$ cat src/rtl/core/rmb_pkg.sv
// Shared types and constants for the raster mask boundary cell extractor.
// Used by the stage logic, the result queue and the top level.
// Depends on nothing.
package rmb_pkg;

    // Field and register widths.
    localparam int IDX_W     = 24;
    localparam int CFG_W     = 13;
    localparam int CFG_IDX_W = 2;

    // Register indexes on the configuration port.
    localparam logic [CFG_IDX_W-1:0] REG_ROW_COUNT    = 2'd0;
    localparam logic [CFG_IDX_W-1:0] REG_COLUMN_COUNT = 2'd1;

    // Request operation codes.
    localparam logic OP_CELL  = 1'b0;
    localparam logic OP_FLUSH = 1'b1;

    // Result queue sizing; the depth must be a power of two.
    localparam int FIFO_DEPTH = 8;
    localparam int PTR_W      = $clog2(FIFO_DEPTH);
    localparam int CNT_W      = $clog2(FIFO_DEPTH + 1);

    // One result item.
    typedef struct packed {
        logic [IDX_W-1:0] index;
        logic             last;
    } result_t;

    // Up to two results handed to the queue in one cycle, in order.
    typedef struct packed {
        logic [1:0] count;
        result_t    first;
        result_t    second;
    } push_t;

    // Position flags of a request, worked out when it is accepted.
    typedef struct packed {
        logic valid;
        logic is_flush;
        logic sel;
        logic restart;
        logic row_first;
        logic row_one;
        logic col_first;
        logic col_one;
        logic col_last;
    } stage_ctl_t;

endpackage

$ cat src/rtl/core/rmb_out_fifo.sv
// Result queue: up to two results in a cycle, one out a cycle if ready.
// Uses rmb_pkg for the result types and the queue depth.
module rmb_out_fifo (
    input  logic                    clk,
    input  logic                    rst_n,
    input  rmb_pkg::push_t          push,
    input  logic                    pop_ready,
    output logic                    out_valid,
    output rmb_pkg::result_t        out_data,
    output logic [rmb_pkg::CNT_W-1:0] level
);
    import rmb_pkg::*;

    result_t          slots [FIFO_DEPTH];
    logic [PTR_W-1:0] head_reg;
    logic [PTR_W-1:0] tail_reg;
    logic [CNT_W-1:0] level_reg;
    logic             pop;

    assign out_valid = (level_reg != '0);
    assign out_data  = slots[head_reg];
    assign level     = level_reg;
    assign pop       = out_valid && pop_ready;

    // Storage writes at the tail.
    always_ff @(posedge clk)
    begin
        if (push.count != 2'd0)
        begin
            slots[tail_reg] <= push.first;
        end
        if (push.count == 2'd2)
        begin
            slots[tail_reg + PTR_W'(1)] <= push.second;
        end
    end

    // Pointers and fill level.
    always_ff @(posedge clk or negedge rst_n)
    begin
        if (!rst_n)
        begin
            head_reg  <= '0;
            tail_reg  <= '0;
            level_reg <= '0;
        end
        else
        begin
            tail_reg  <= tail_reg + PTR_W'(push.count);
            head_reg  <= head_reg + PTR_W'(pop);
            level_reg <= level_reg + CNT_W'(push.count) - CNT_W'(pop);
        end
    end

endmodule

$ cat config.mk
export PLATFORM = sky130hd
export DESIGN_NAME = rmb_out_fifo
export DESIGN_NICKNAME = d
export VERILOG_FILES = /design/src/rtl/core/rmb_pkg.sv /design/src/rtl/core/rmb_out_fifo.sv
export SDC_FILE = /design/constraint.sdc
export NUM_CORES = 1
export LEC_CHECK = 0
export BUFFER_PORTS_ARGS = -buffer_cell sky130_fd_sc_hd__clkbuf_2
export CORE_UTILIZATION = 57
export CTS_CLUSTER_SIZE = 30
export DETAILED_ROUTE_END_ITERATION = 7
export GPL_ROUTABILITY_DRIVEN = 0
export PLACE_DENSITY = 0.76
export SLEW_MARGIN = 20
export SYNTH_ARGS = -nofsm -noshare
export SYNTH_HDL_FRONTEND = slang
export SYNTH_SLANG_ARGS = --single-unit
$ cat constraint.sdc
create_clock -name clk -period 3.4 [get_ports clk]
set_input_delay 0.17 -clock clk [delete_from_list [all_inputs] [get_ports clk]]
set_output_delay 0.17 -clock clk [all_outputs]
set_load 0.01 [all_outputs]
# --- Word level (Yosys, flattened, before mapping) ---
# Memories as Yosys holds them, arrays and structs flattened.
# Index checks and enable logic that the tools add are counted.
op_classes:
  addsub: 5
  n_mul: 0
  div: 0
  order_cmp: 0
  eq_ne: 1
  shift: 0
  muxes: 4
  bitwise_logic: 0
  n_reduce_logical: 3
ops:
  columns: ["cell", "n"]
  rows:
  - ["$add A4 B2 Y4", 1]
  - ["$mux W1", 4]
  - ["$reduce_bool A4 Y1", 1]
  - ["$sub A4 B1 Y4", 1]
  - ["$add A3 B1 Y3", 1]
  - ["$add A3 B1 Y3 const B", 1]
  - ["$add A3 B2 Y3", 1]
  - ["$eq A2 B2 Y1 const B", 1]
  - ["$reduce_bool A2 Y1", 1]
  - ["$logic_and A1 B1 Y1", 1]
totals:
  ff_bits: 10
  latchBits: 0
  ramBits: 200
  rom_bits: 0
  in_bits: 55
  word_cells: 17
  memories: 1
mem_list:
  columns: ["name", "depth", "word_bits", "read_ports", "rd_ports_with_merged_regs", "wr", "line", "source"]
  rows:
  - ["slots", 8, 25, 1, 0, 2, "rmb_out_fifo.sv:14", "result_t slots [FIFO_DEPTH];"]

# --- Longest topological paths before layout ---
depth:
  depth_word: 3
  depth_mapped: 10

# --- Worst setup path before layout ---
# OpenSTA, ideal clock, no wires.
synth_path:
  path_type: "reg-to-reg"
  from: "register tail_reg[0]"
  to: "memory slots[0][0] (netlist name) (enable)"
  t_arrival_ns: 2.579
  setup_slack_ns: 0.375
  stages_incl_launch_ff: 3
  n_path_buf: 0
  period_less_slack_ns: 3.025
  cell_sequence: "dfrtp_1 o21bai_1 o31ai_1"
synth_lines:
  columns: ["item", "line", "source"]
  rows:
  - ["from (decl)", "rmb_out_fifo.sv:16", "logic [PTR_W-1:0] tail_reg;"]
  - ["from (signal assigned)", "rmb_out_fifo.sv:49", "tail_reg <= tail_reg + PTR_W'(push.count);"]
  - ["to (decl)", "rmb_out_fifo.sv:14", null]

==> impl_metrics.tcl <==
set metrics [dict create \
    outcome "complete, but fails checks" \
    violations "DRC" \
    clk_pin_slew_worst_paths_ns 0.06 \
    synth.area.top_cells "edfxtp_1 57%, mux2_2 24%, mux4_2 11%" \
    synth_cell_types 32 \
    final_common_cell "mux2_2" \
    slew_viol_final 0 \
    firstDrtPassIters 6 \
    finalSetupTns_ns 0 \
    synth.ff_latch_count 210 \
    gr-usage-all-layers_pct 24.6 \
    grt_max_degree 38 \
    irDropWorstVdd_uv 458 \
    crit_chain "ha_1 > xnor2_2 > nand2_2 > o31ai_4 > buf_4" \
    routed_wl_mm 22.7 \
    clockRootBuffer "clkbuf_16" \
    finish.utilization_pct 66.9 \
    period_minus_slack_ns 2.70 \
    cts_tree "yes" \
    worst_setup_path_start_kind "register" \
    path_class "register to register" \
    largest_reg_flops 200 \
    stdcell_area_sq_um 12100 \
    holdPathStages 3 \
    area_growth_pct 14.4 \
    cts.sinks 210 \
    ys_seq_area_share_pct 59.2 \
    synth.top_cell.area_share_pct 56.8 \
    fp.dieH_microns 138 \
    r2r-end "slots[0][16]$_DFFE_PP_" \
    routedWlPerCell_microns 24.7 \
    hold_path_class "input port to register" \
    synthArstFlopShare_pct 4.76 \
    maxSlewHeadroom_pct 37.2 \
    cp-endpoint "slots[0][16]$_DFFE_PP_" \
    grt_pass1_wl_mm 35.5 \
    required_ns 3.58 \
    hold_viol_final 0 \
    rrSetupSlack_ns 0.70 \
    clk_path_buf_depth 3 \
    core.rowCount 49 \
    slowest_stage "dfrtp_1" \
    yosysTopAreaCell "edfxtp_1" \
    maxCapViolations 0 \
    drtIter0Drc 430 \
    synth_area_sq_um 10600 \
    cts_made_buffers 23 \
    r2r_cells 5 \
    yosysWarnings 0 \
    fmax_ghz 0.371 \
    finalSetupViolCount 0 \
    syn-num-nets 645 \
    max_stage_delay_ns 0.48 \
    viasPerCell 6.27 \
    cp-end-kind "register" \
    tightest_slew_ns 0.942 \
    overflow 0 \
    cp_max_fo 14 \
    synth_edf_count 200 \
    cp_num_buf_inv 1 \
    synth_flop_cell "edfxtp_1" \
    syn-instance-count 578 \
    critical_path.top_delay_family "flip-flops" \
    fp.dieW_microns 138 \
    placed_area_sq_um 11400 \
    r2r-start "tail_reg[1]$_DFF_PN0_" \
    syn_avg_cell_area_sq_um 18.3 \
    clk_latency_ns 0.50 \
    post-cts-setup-buffers 0 \
    num_vias 5766 \
    final_cell_mix "225 x mux2_2, 200 x edfxtp_1, 84 x clkbuf_2" \
    rsz0062_at_grt "false" \
    ant_nets 0 \
    crit_arrival_ns 2.88 \
    power.density_nw_per_um2 865 \
    drc 8 \
    io_pins 85 \
    n_antenna_cell 0 \
    period_share_pct 79.3 \
    dieArea_sq_um 19100 \
    grt_pass1_vias 6158 \
    htree_levels 1 \
    start_util_pct 58.5 \
    nets 744 \
    p_leak_nw 4.26 \
    skew_ns 0.00642 \
    drive_gt1_share_pct 62.7 \
    core_area_sq_um 18100 \
    cp-startpoint "tail_reg[1]$_DFF_PN0_" \
    dpl.hpwl_mm 13.9 \
    antenna_found_initial 0 \
    crit_cells 5 \
    numPortBuffers 84 \
]
-- cell usage after synthesis (all sizes together) (2+ instances only) --
cell type	instances
buf	22
clkbuf	10
dfrtp	10
edfxtp	200
fa	2
ha	10
inv	14
mux2	225
mux4	50
nand2	6
nand3	3
nor2	2
o21ai	5
o22ai	2
o31ai	2
xnor2	3
xor2	3
-- power breakdown --
part	leakage, nW	total, W	switching, W	internal, W
combinational	1.96	0.00387	0.00200	0.00187
clock	0.352	0.00243	0.000966	0.00146
sequential	1.95	0.00417	0.000353	0.00382
total	4.26	0.0105	0.00332	0.00714
-- stage by stage --
step	power [W]	cells	hold slack [ns]	setup slack, ns
after CTS	0.0106	920	0.0302	0.663
after global placement	0.00799	880	0.0501	0.787
after detailed placement	0.00812	880	0.0561	0.700
final	0.0105	920	0.0416	0.703
after global routing	0.0109	920	0.0560	0.593
after floorplan	0.00678	578	-0.126	0.375
-- worst min-delay path by stage --
| stage | from | endpoint | slack [ns] |
|---|---|---|---|
| floorplan | rst_n | head_reg[0]$_DFF_PN0_ | -0.13 |
| global placement | rst_n | level[0]$_DFF_PN0_ | 0.05 |
| detailed placement | rst_n | level[0]$_DFF_PN0_ | 0.06 |
| CTS | push[50] | tail_reg[0]$_DFF_PN0_ | 0.03 |
| global route | push[50] | tail_reg[0]$_DFF_PN0_ | 0.06 |
| finish | pop_ready | head_reg[0]$_DFF_PN0_ | 0.04 |
-- metal layers --
layer  track usage, %  wire [microns]  vias up
li1                 -               -     2551
met5                0               0        -
met4             7.63             537        0
met1             32.9            9470     2979
met2             42.3           11500      196
met3             3.22            1180       40
-- tightest hold or removal path, stage by stage --
cell	delay (ns)
clkbuf_2	0.07
and2_1	0.14
ha_1	0.12
-- kinds of logic after synthesis --
kind of cell | after synthesis | share of synthesized area, %
adder cells (fa/ha/maj) | 12 | 1.56
buffers and inverters | 46 | 2.16
AND/OR/NAND/NOR | 17 | 1.19
XOR/XNOR | 6 | 0.639
flip-flops | 210 | 59.2
multiplexers | 275 | 34.6
AO/OA/AOI/OAI | 12 | 0.686
-- final cells by class --
cell class	instances	area, sq um
clock buffer	28	594
timing repair buffer	106	626
fill	1190	5990
clock inverter	11	129
sequential	210	6260
multi-input combinational	322	4150
tap	229	287
inverter	14	52.6
-- timing repair --
| item | 4_1_cts | 5_1_grt |
|---|---|---|
| gates resized for setup | 0 | 0 |
| endpoints found under the hold margin | 10 | 0 |
| hold buffers | 1 | 0 |
No activity file was read; power rests on OpenSTA's default activity.
