File: src/rtl/core/rmb_pkg.sv
// Shared types and constants for the raster mask boundary cell extractor.
// Used by the stage logic, the result queue and the top level.
// Depends on nothing.
package rmb_pkg;

    // Field and register widths.
    localparam int IDX_W     = 24;
    localparam int CFG_W     = 13;
    localparam int CFG_IDX_W = 2;

    // Register indexes on the configuration port.
    localparam logic [CFG_IDX_W-1:0] REG_ROW_COUNT    = 2'd0;
    localparam logic [CFG_IDX_W-1:0] REG_COLUMN_COUNT = 2'd1;

    // Request operation codes.
    localparam logic OP_CELL  = 1'b0;
    localparam logic OP_FLUSH = 1'b1;

    // Result queue sizing; the depth must be a power of two.
    localparam int FIFO_DEPTH = 8;
    localparam int PTR_W      = $clog2(FIFO_DEPTH);
    localparam int CNT_W      = $clog2(FIFO_DEPTH + 1);

    // One result item.
    typedef struct packed {
        logic [IDX_W-1:0] index;
        logic             last;
    } result_t;

    // Up to two results handed to the queue in one cycle, in order.
    typedef struct packed {
        logic [1:0] count;
        result_t    first;
        result_t    second;
    } push_t;

    // Position flags of a request, worked out when it is accepted.
    typedef struct packed {
        logic valid;
        logic is_flush;
        logic sel;
        logic restart;
        logic row_first;
        logic row_one;
        logic col_first;
        logic col_one;
        logic col_last;
    } stage_ctl_t;

endpackage

File: src/rtl/core/rmb_window.sv
// Decision stage: 3x3 window shift, line buffer update and boundary tests.
// Uses rmb_pkg; fed by the accept stage in the top level and the line memory.
module rmb_window #(
    parameter int COL_W  = 12,
    parameter int CDIM_W = 13
) (
    input  logic                      clk,
    input  logic                      rst_n,
    input  logic                      clear,
    input  rmb_pkg::stage_ctl_t       ctl,
    input  logic [COL_W-1:0]          col,
    input  logic [rmb_pkg::IDX_W-1:0] idx,
    input  logic [CDIM_W-1:0]         cols,
    input  logic [1:0]                line_rd,
    output logic                      mem_wr_en,
    output logic [COL_W-1:0]          mem_wr_addr,
    output logic [1:0]                mem_wr_data,
    output rmb_pkg::push_t            push
);
    import rmb_pkg::*;

    logic [8:0]       win_reg;
    logic [8:0]       win_next;
    logic             above;
    logic             two_above;
    logic [IDX_W-1:0] idx_diag;
    logic [IDX_W-1:0] idx_up;
    logic [IDX_W-1:0] idx_flush;
    logic             hit_diag;
    logic             hit_up;

    assign above     = line_rd[0];
    assign two_above = line_rd[1];

    // New column enters at the top of the window: two above, above, current.
    assign win_next = {ctl.sel, above, two_above, win_reg[8:3]};

    // Indices of the candidate cells, modulo the index width.
    assign idx_diag  = idx - IDX_W'(cols) - IDX_W'(1);
    assign idx_up    = idx - IDX_W'(cols);
    assign idx_flush = idx - IDX_W'(cols) + IDX_W'(col);

    // The window centre is decided once it has a row and column before it.
    // Edge cells always count; inner cells count when any neighbour is clear.
    assign hit_diag = !ctl.row_first && !ctl.col_first && win_next[4]
                      && (ctl.row_one || ctl.col_one || (win_next != 9'h1FF));

    // The cell above a last-column cell lies on the right edge.
    assign hit_up = !ctl.row_first && ctl.col_last && above;

    // Line buffer update for raster cells.
    assign mem_wr_en   = ctl.valid && !ctl.is_flush;
    assign mem_wr_addr = col;
    assign mem_wr_data = {above, ctl.sel};

    // Pack the results in index order and flag the final one.
    always_comb
    begin
        push = '0;
        push.first.index  = idx_diag;
        push.second.index = idx_up;
        if (ctl.valid)
        begin
            if (ctl.is_flush)
            begin
                push.first.index = idx_flush;
                push.first.last  = 1'b1;
                push.count       = {1'b0, above};
            end
            else if (hit_diag && hit_up)
            begin
                push.second.last = 1'b1;
                push.count       = 2'd2;
            end
            else if (hit_diag)
            begin
                push.first.last = 1'b1;
                push.count      = 2'd1;
            end
            else if (hit_up)
            begin
                push.first.index = idx_up;
                push.first.last  = 1'b1;
                push.count       = 2'd1;
            end
        end
    end

    // Window state; cleared at frame restart.
    always_ff @(posedge clk or negedge rst_n)
    begin
        if (!rst_n)
        begin
            win_reg <= '0;
        end
        else if (clear)
        begin
            win_reg <= '0;
        end
        else if (ctl.valid)
        begin
            if (ctl.is_flush)
            begin
                if (ctl.restart)
                begin
                    win_reg <= '0;
                end
            end
            else
            begin
                win_reg <= win_next;
            end
        end
    end

endmodule

File: config.mk
export PLATFORM = sky130hd
export DESIGN_NAME = rmb_window
export DESIGN_NICKNAME = d
export VERILOG_FILES = /design/src/rtl/core/rmb_pkg.sv /design/src/rtl/core/rmb_window.sv
export SDC_FILE = /design/constraint.sdc
export NUM_CORES = 1
export LEC_CHECK = 0
export ABC_AREA = 1
export ABC_CLOCK_PERIOD_IN_PS = 5800
export BUFFER_PORTS_ARGS = -buffer_cell sky130_fd_sc_hd__buf_2
export CORE_AREA = 2 2 86 88
export DETAILED_ROUTE_END_ITERATION = 6
export DIE_AREA = 0 0 88 90
export MAX_ROUTING_LAYER = met4
export PLACE_DENSITY = 0.95
export SLEW_MARGIN = 20
export SYNTH_ARGS = -nofsm -noshare
export SYNTH_HDL_FRONTEND = slang
export SYNTH_SLANG_ARGS = --single-unit
File: constraint.sdc
create_clock -name clk -period 5.8 [get_ports clk]
set_input_delay 0.29 -clock clk [delete_from_list [all_inputs] [get_ports clk]]
set_output_delay 0.29 -clock clk [all_outputs]
set_load 0.1 [all_outputs]
Yosys cells after proc, flatten, opt, wreduce, memory -nomap -nowiden
Cells that the tools add are included.
{"block": "op_classes", "addsub": 3, "n_eq_ne": 2, "muxes": 15, "n_reduce_logical": 14}
{"operator": "two-way mux 27 bit", "count": 2}
{"operator": "two-way mux 9 bit", "count": 4}
{"operator": "two-way mux 26 bit", "count": 1}
{"operator": "two-way mux 25 bit", "count": 1}
{"operator": "adder 24 x 12 -> 24 bit", "count": 1}
{"operator": "two-way mux 24 bit", "count": 1}
{"operator": "subtractor 24 x 1 -> 24 bit (second input constant)", "count": 1}
{"operator": "subtractor 24 x 13 -> 24 bit", "count": 1}
{"operator": "inequality test 9 bit (second input constant)", "count": 1}
{"operator": "logical AND 1 bit", "count": 7}
{"operator": "two-way mux 1 bit", "count": 5}
{"operator": "logical NOT 1 bit", "count": 3}
{"operator": "inequality test 3 bit (second input constant)", "count": 1}
{"operator": "logical OR 1 bit", "count": 2}
{"operator": "two-way mux 2 bit", "count": 1}
{"operator": "AND reduction 2 bit", "count": 1}
{"operator": "nonzero test 2 bit", "count": 1}
{"block": "totals", "regBits": 9, "elab_cells": 35}

Depth between registers and ports, before layout
{"block": "logic_depth", "depth_word": 8, "depth_mapped": 27}

Worst setup path before layout
OpenSTA, ideal clock, no wires.
{"block": "synth_timing", "kind": "input -> output", "from": "in idx[0] (netlist name)", "to": "out push[36] (netlist name)", "t_arrival_ps": 5651, "required_time_ps": 5510, "setup_slack_ps": -141, "stages": 14, "path_buffers": 0, "cell_sequence": "inv_1 > ha_1 > fa_1 > xnor2_1 > ha_1 > nand2_1 > a21boi_0 > nor2_1 > inv_1 > a21oi_1 > o21ai_0 > o21ai_0 > nand2_1 > a31oi_1"}
{"item": "start, declared", "line": "rmb_window.sv:12", "rtl": "input logic [rmb_pkg::IDX_W-1:0] idx,"}
{"item": "end, declared", "line": "rmb_window.sv:18", "rtl": "output rmb_pkg::push_t push"}

==> results.ini <==
[power]
share_comb_of_total_power_pct=89.5
intPower_uw=274
switching_share_pct=73.2
power_frac_seq_pct=4.3
peakVddDrop_v=0.000131
power_density_nw_per_um2=223
p_clk_share_pct=6.2
p_switching_uw=748
total_leakage_power_uw=0.00260

[global_route]
grt_pass1_wl_um=19000
overflow=0
antenna_found_initial=0
grt_start_max_net_pins=34
first_global_vias=4553
track_usage_pct=29.1

[worst_setup_path]
endpoint_kind=output port
crit_start=idx[0]
reg2reg_to=win_reg[4]
cp.required_ns=5.51
path_max_fanout=6
critPathKind=in -> out
worstPathArrival_ns=3.83
r2r-start=win_reg[7]
rrSetupSlack_ns=5.10
reg2reg_depth=2
startpoint_type=input pin

[yosys]
yosysWarningCount=0
synth_area_leader_cell=nand2_1
ys_async_sr_fraction_pct=100
syn-cell-area_um2=3910
yosysTopAreaCellShare_pct=22.6
synth.area.top_cells=nand2_1 23%, inv_1 10%, ha_1 8.6%
synth_nets=826
synth-seq-cells=6
ys_types=44
synth_cells=734
synth_edf_count=0
seq_area_frac_synth_pct=3.84
synth_ff_type=dfrtp_1
syn_avg_cell_area_um2=5.32

[place]
post_dp_cell_area_um2=4520
place_hpwl_um=9430
gp_congestion=0.997
io_buffers=129

[die]
core_area_um2=7020
die_w_um=88
rows=31
die_area_um2=7920
die_y_um=90
initial_core_util_pct=55.7
ios=130

[sta]
fin_tns_setup_ns=0
final_hold_viol_count=0
period_share_pct=71.0
period_needed_ns=4.12
fin_worst_skew_ns=0.00189
max_clock_freq_mhz=243
whs_ns=0.362
setup_viol=0
tightest_slew_ns=0.898
slew_viol_final=0
relSlewSlack_pct=39.9
rsz0062_at_grt=no

[detailed_routing]
num_vias=4956
postRouteAntennaNets=0
drc=0
avgRoutedWirePerCell_um=11.9
via_per_inst=5.27
firstDrtPassIters=5
drt_iter0_markers=422
wl_um=11200

[worst_hold_path]
hold_path.class=in -> reg
min_to=win_reg[6]
worstHoldPathCells=3
hold_start=line_rd[1]

[clock_tree]
cts_tree=built
clock_sinks=6
clk_path_buf_depth=2
cts.htree.levels=1
cts_root_buf=clkbuf_8
cts_resized=0
insertion_delay_ns=0.23
cts_made_buffers=3
clk_pin_slew_ns=0.04

[final_layout]
layout-drive-gt1-share_pct=24.3
n_antenna_cell=0
largest_register_ffs=6
final_util_pct=65.2
fin_area_um2=4580
area_growth_pct=17.1
fillers=713
fin_nets=935

[run]
maxCapViolCount=0

[status]
status=finished clean

-- routing by layer --
metal | vias up | global-route usage [%] | wire [µm]
li1 | 2557 | - | -
met1 | 2132 | 35.8 | 4710
met2 | 240 | 49.5 | 5350
met3 | 27 | 2.20 | 896
met4 | 0 | 9.62 | 269
met5 | - | - | 0
-- timing repair --
item,CTS,global route
buffers inserted,0,0
endpoints found under the hold margin,6,0
hold buffers,1,0
-- cells in the final DEF, fill, tap and decap left out, types with 12 or more instances in the layout --
| master | n |
|---|---|
| o21ai_0 | 46 |
| nand3_1 | 52 |
| inv_1 | 107 |
| nand2_2 | 19 |
| ha_1 | 27 |
| nand2_1 | 235 |
| xor2_1 | 12 |
| a21oi_1 | 32 |
| buf_2 | 129 |
| nand4_1 | 18 |
| nor2_1 | 57 |
| inv_2 | 12 |
-- through the flow --
stage	power (µW)	worst slack, ns	cells
2_1_floorplan	804	0.673	734
3_3_place_gp	941	1.85	936
3_5_place_dp	951	1.72	936
4_1_cts	1020	1.72	940
5_1_grt	1090	1.21	940
6_report	1020	1.68	940
-- cell usage after synthesis, types with 2 or more instances --
cell and n:
dfrtp_1 6, xnor2_2 2, o21ai_1 4, a21oi_1 32, nand2_4 7, clkbuf_1 8
and2_1 2, buf_2 2, xor2_1 12, o211ai_1 5, inv_1 107, fa_1 2
buf_4 16, nor2_4 7, inv_2 12, nand3_1 52, nand4_1 18, nor2_1 57
o21ai_0 46, o221ai_1 2, a21oi_2 2, nand2_2 19, o22ai_1 3, nand3b_1 6
nor2_2 9, nand3_2 9, a31oi_1 3, nor3_1 6, ha_1 27, xnor2_1 3
nand2_1 235
-- cell type report --
cell class,count,area (µm²),area share [%]
multi-input cells,582,3150,68.9
repair buffers,130,656,14.3
inverters,120,450,9.84
flip-flops and latches,6,150,3.28
well taps,99,124,2.71
clock buffers,3,41.3,0.902
-- worst max-delay path, cell delays in order --
cell	delay [ns]
buf_2	0.08
inv_1	0.03
ha_1	0.21
fa_1	0.43
inv_1	0.13
nand2_1	0.06
nand2_1	0.06
nand3_1	0.06
nand2_1	0.19
inv_2	0.07
ha_1	0.37
a21oi_1	0.11
o21ai_0	0.27
a21oi_1	0.11
nand2_1	0.11
nand3_1	0.08
nand2_1	0.16
inv_2	0.07
nor2_2	0.14
nand2_1	0.07
nand2_1	0.06
nand3_1	0.06
nand2_1	0.08
nand2_1	0.05
nand2_1	0.07
buf_2	0.41
-- cells by family after synthesis --
| kind of cell | after synthesis | synth area share, % |
|---|---|---|
| flip-flops | 6 | 3.84 |
| AND/OR/NAND/NOR | 434 | 52.3 |
| XOR/XNOR | 17 | 4.19 |
| buffers and inverters | 146 | 15.6 |
| AO/OA/AOI/OAI | 102 | 14.3 |
| adder cells (fa/ha/maj) | 29 | 9.67 |
-- how the worst max path moves through the flow --
stage                     to  slack [ns]
finish              push[49]        1.68
global route        push[49]        1.21
CTS                 push[49]        1.72
detailed placement  push[49]        1.72
global placement    push[49]        1.85
floorplan           push[36]        0.67
-- power by group through the flow --
stage / Sequential (µW) / Clock, µW / Combinational [µW]
floorplan: 44.2 / 0 / 760
global placement: 44.2 / 0 / 897
detailed placement: 44.3 / 0 / 907
CTS: 43.8 / 64.7 / 909
global route: 43.9 / 67.3 / 979
finish: 43.8 / 63.5 / 915
Power figures use the tool's default switching activity.
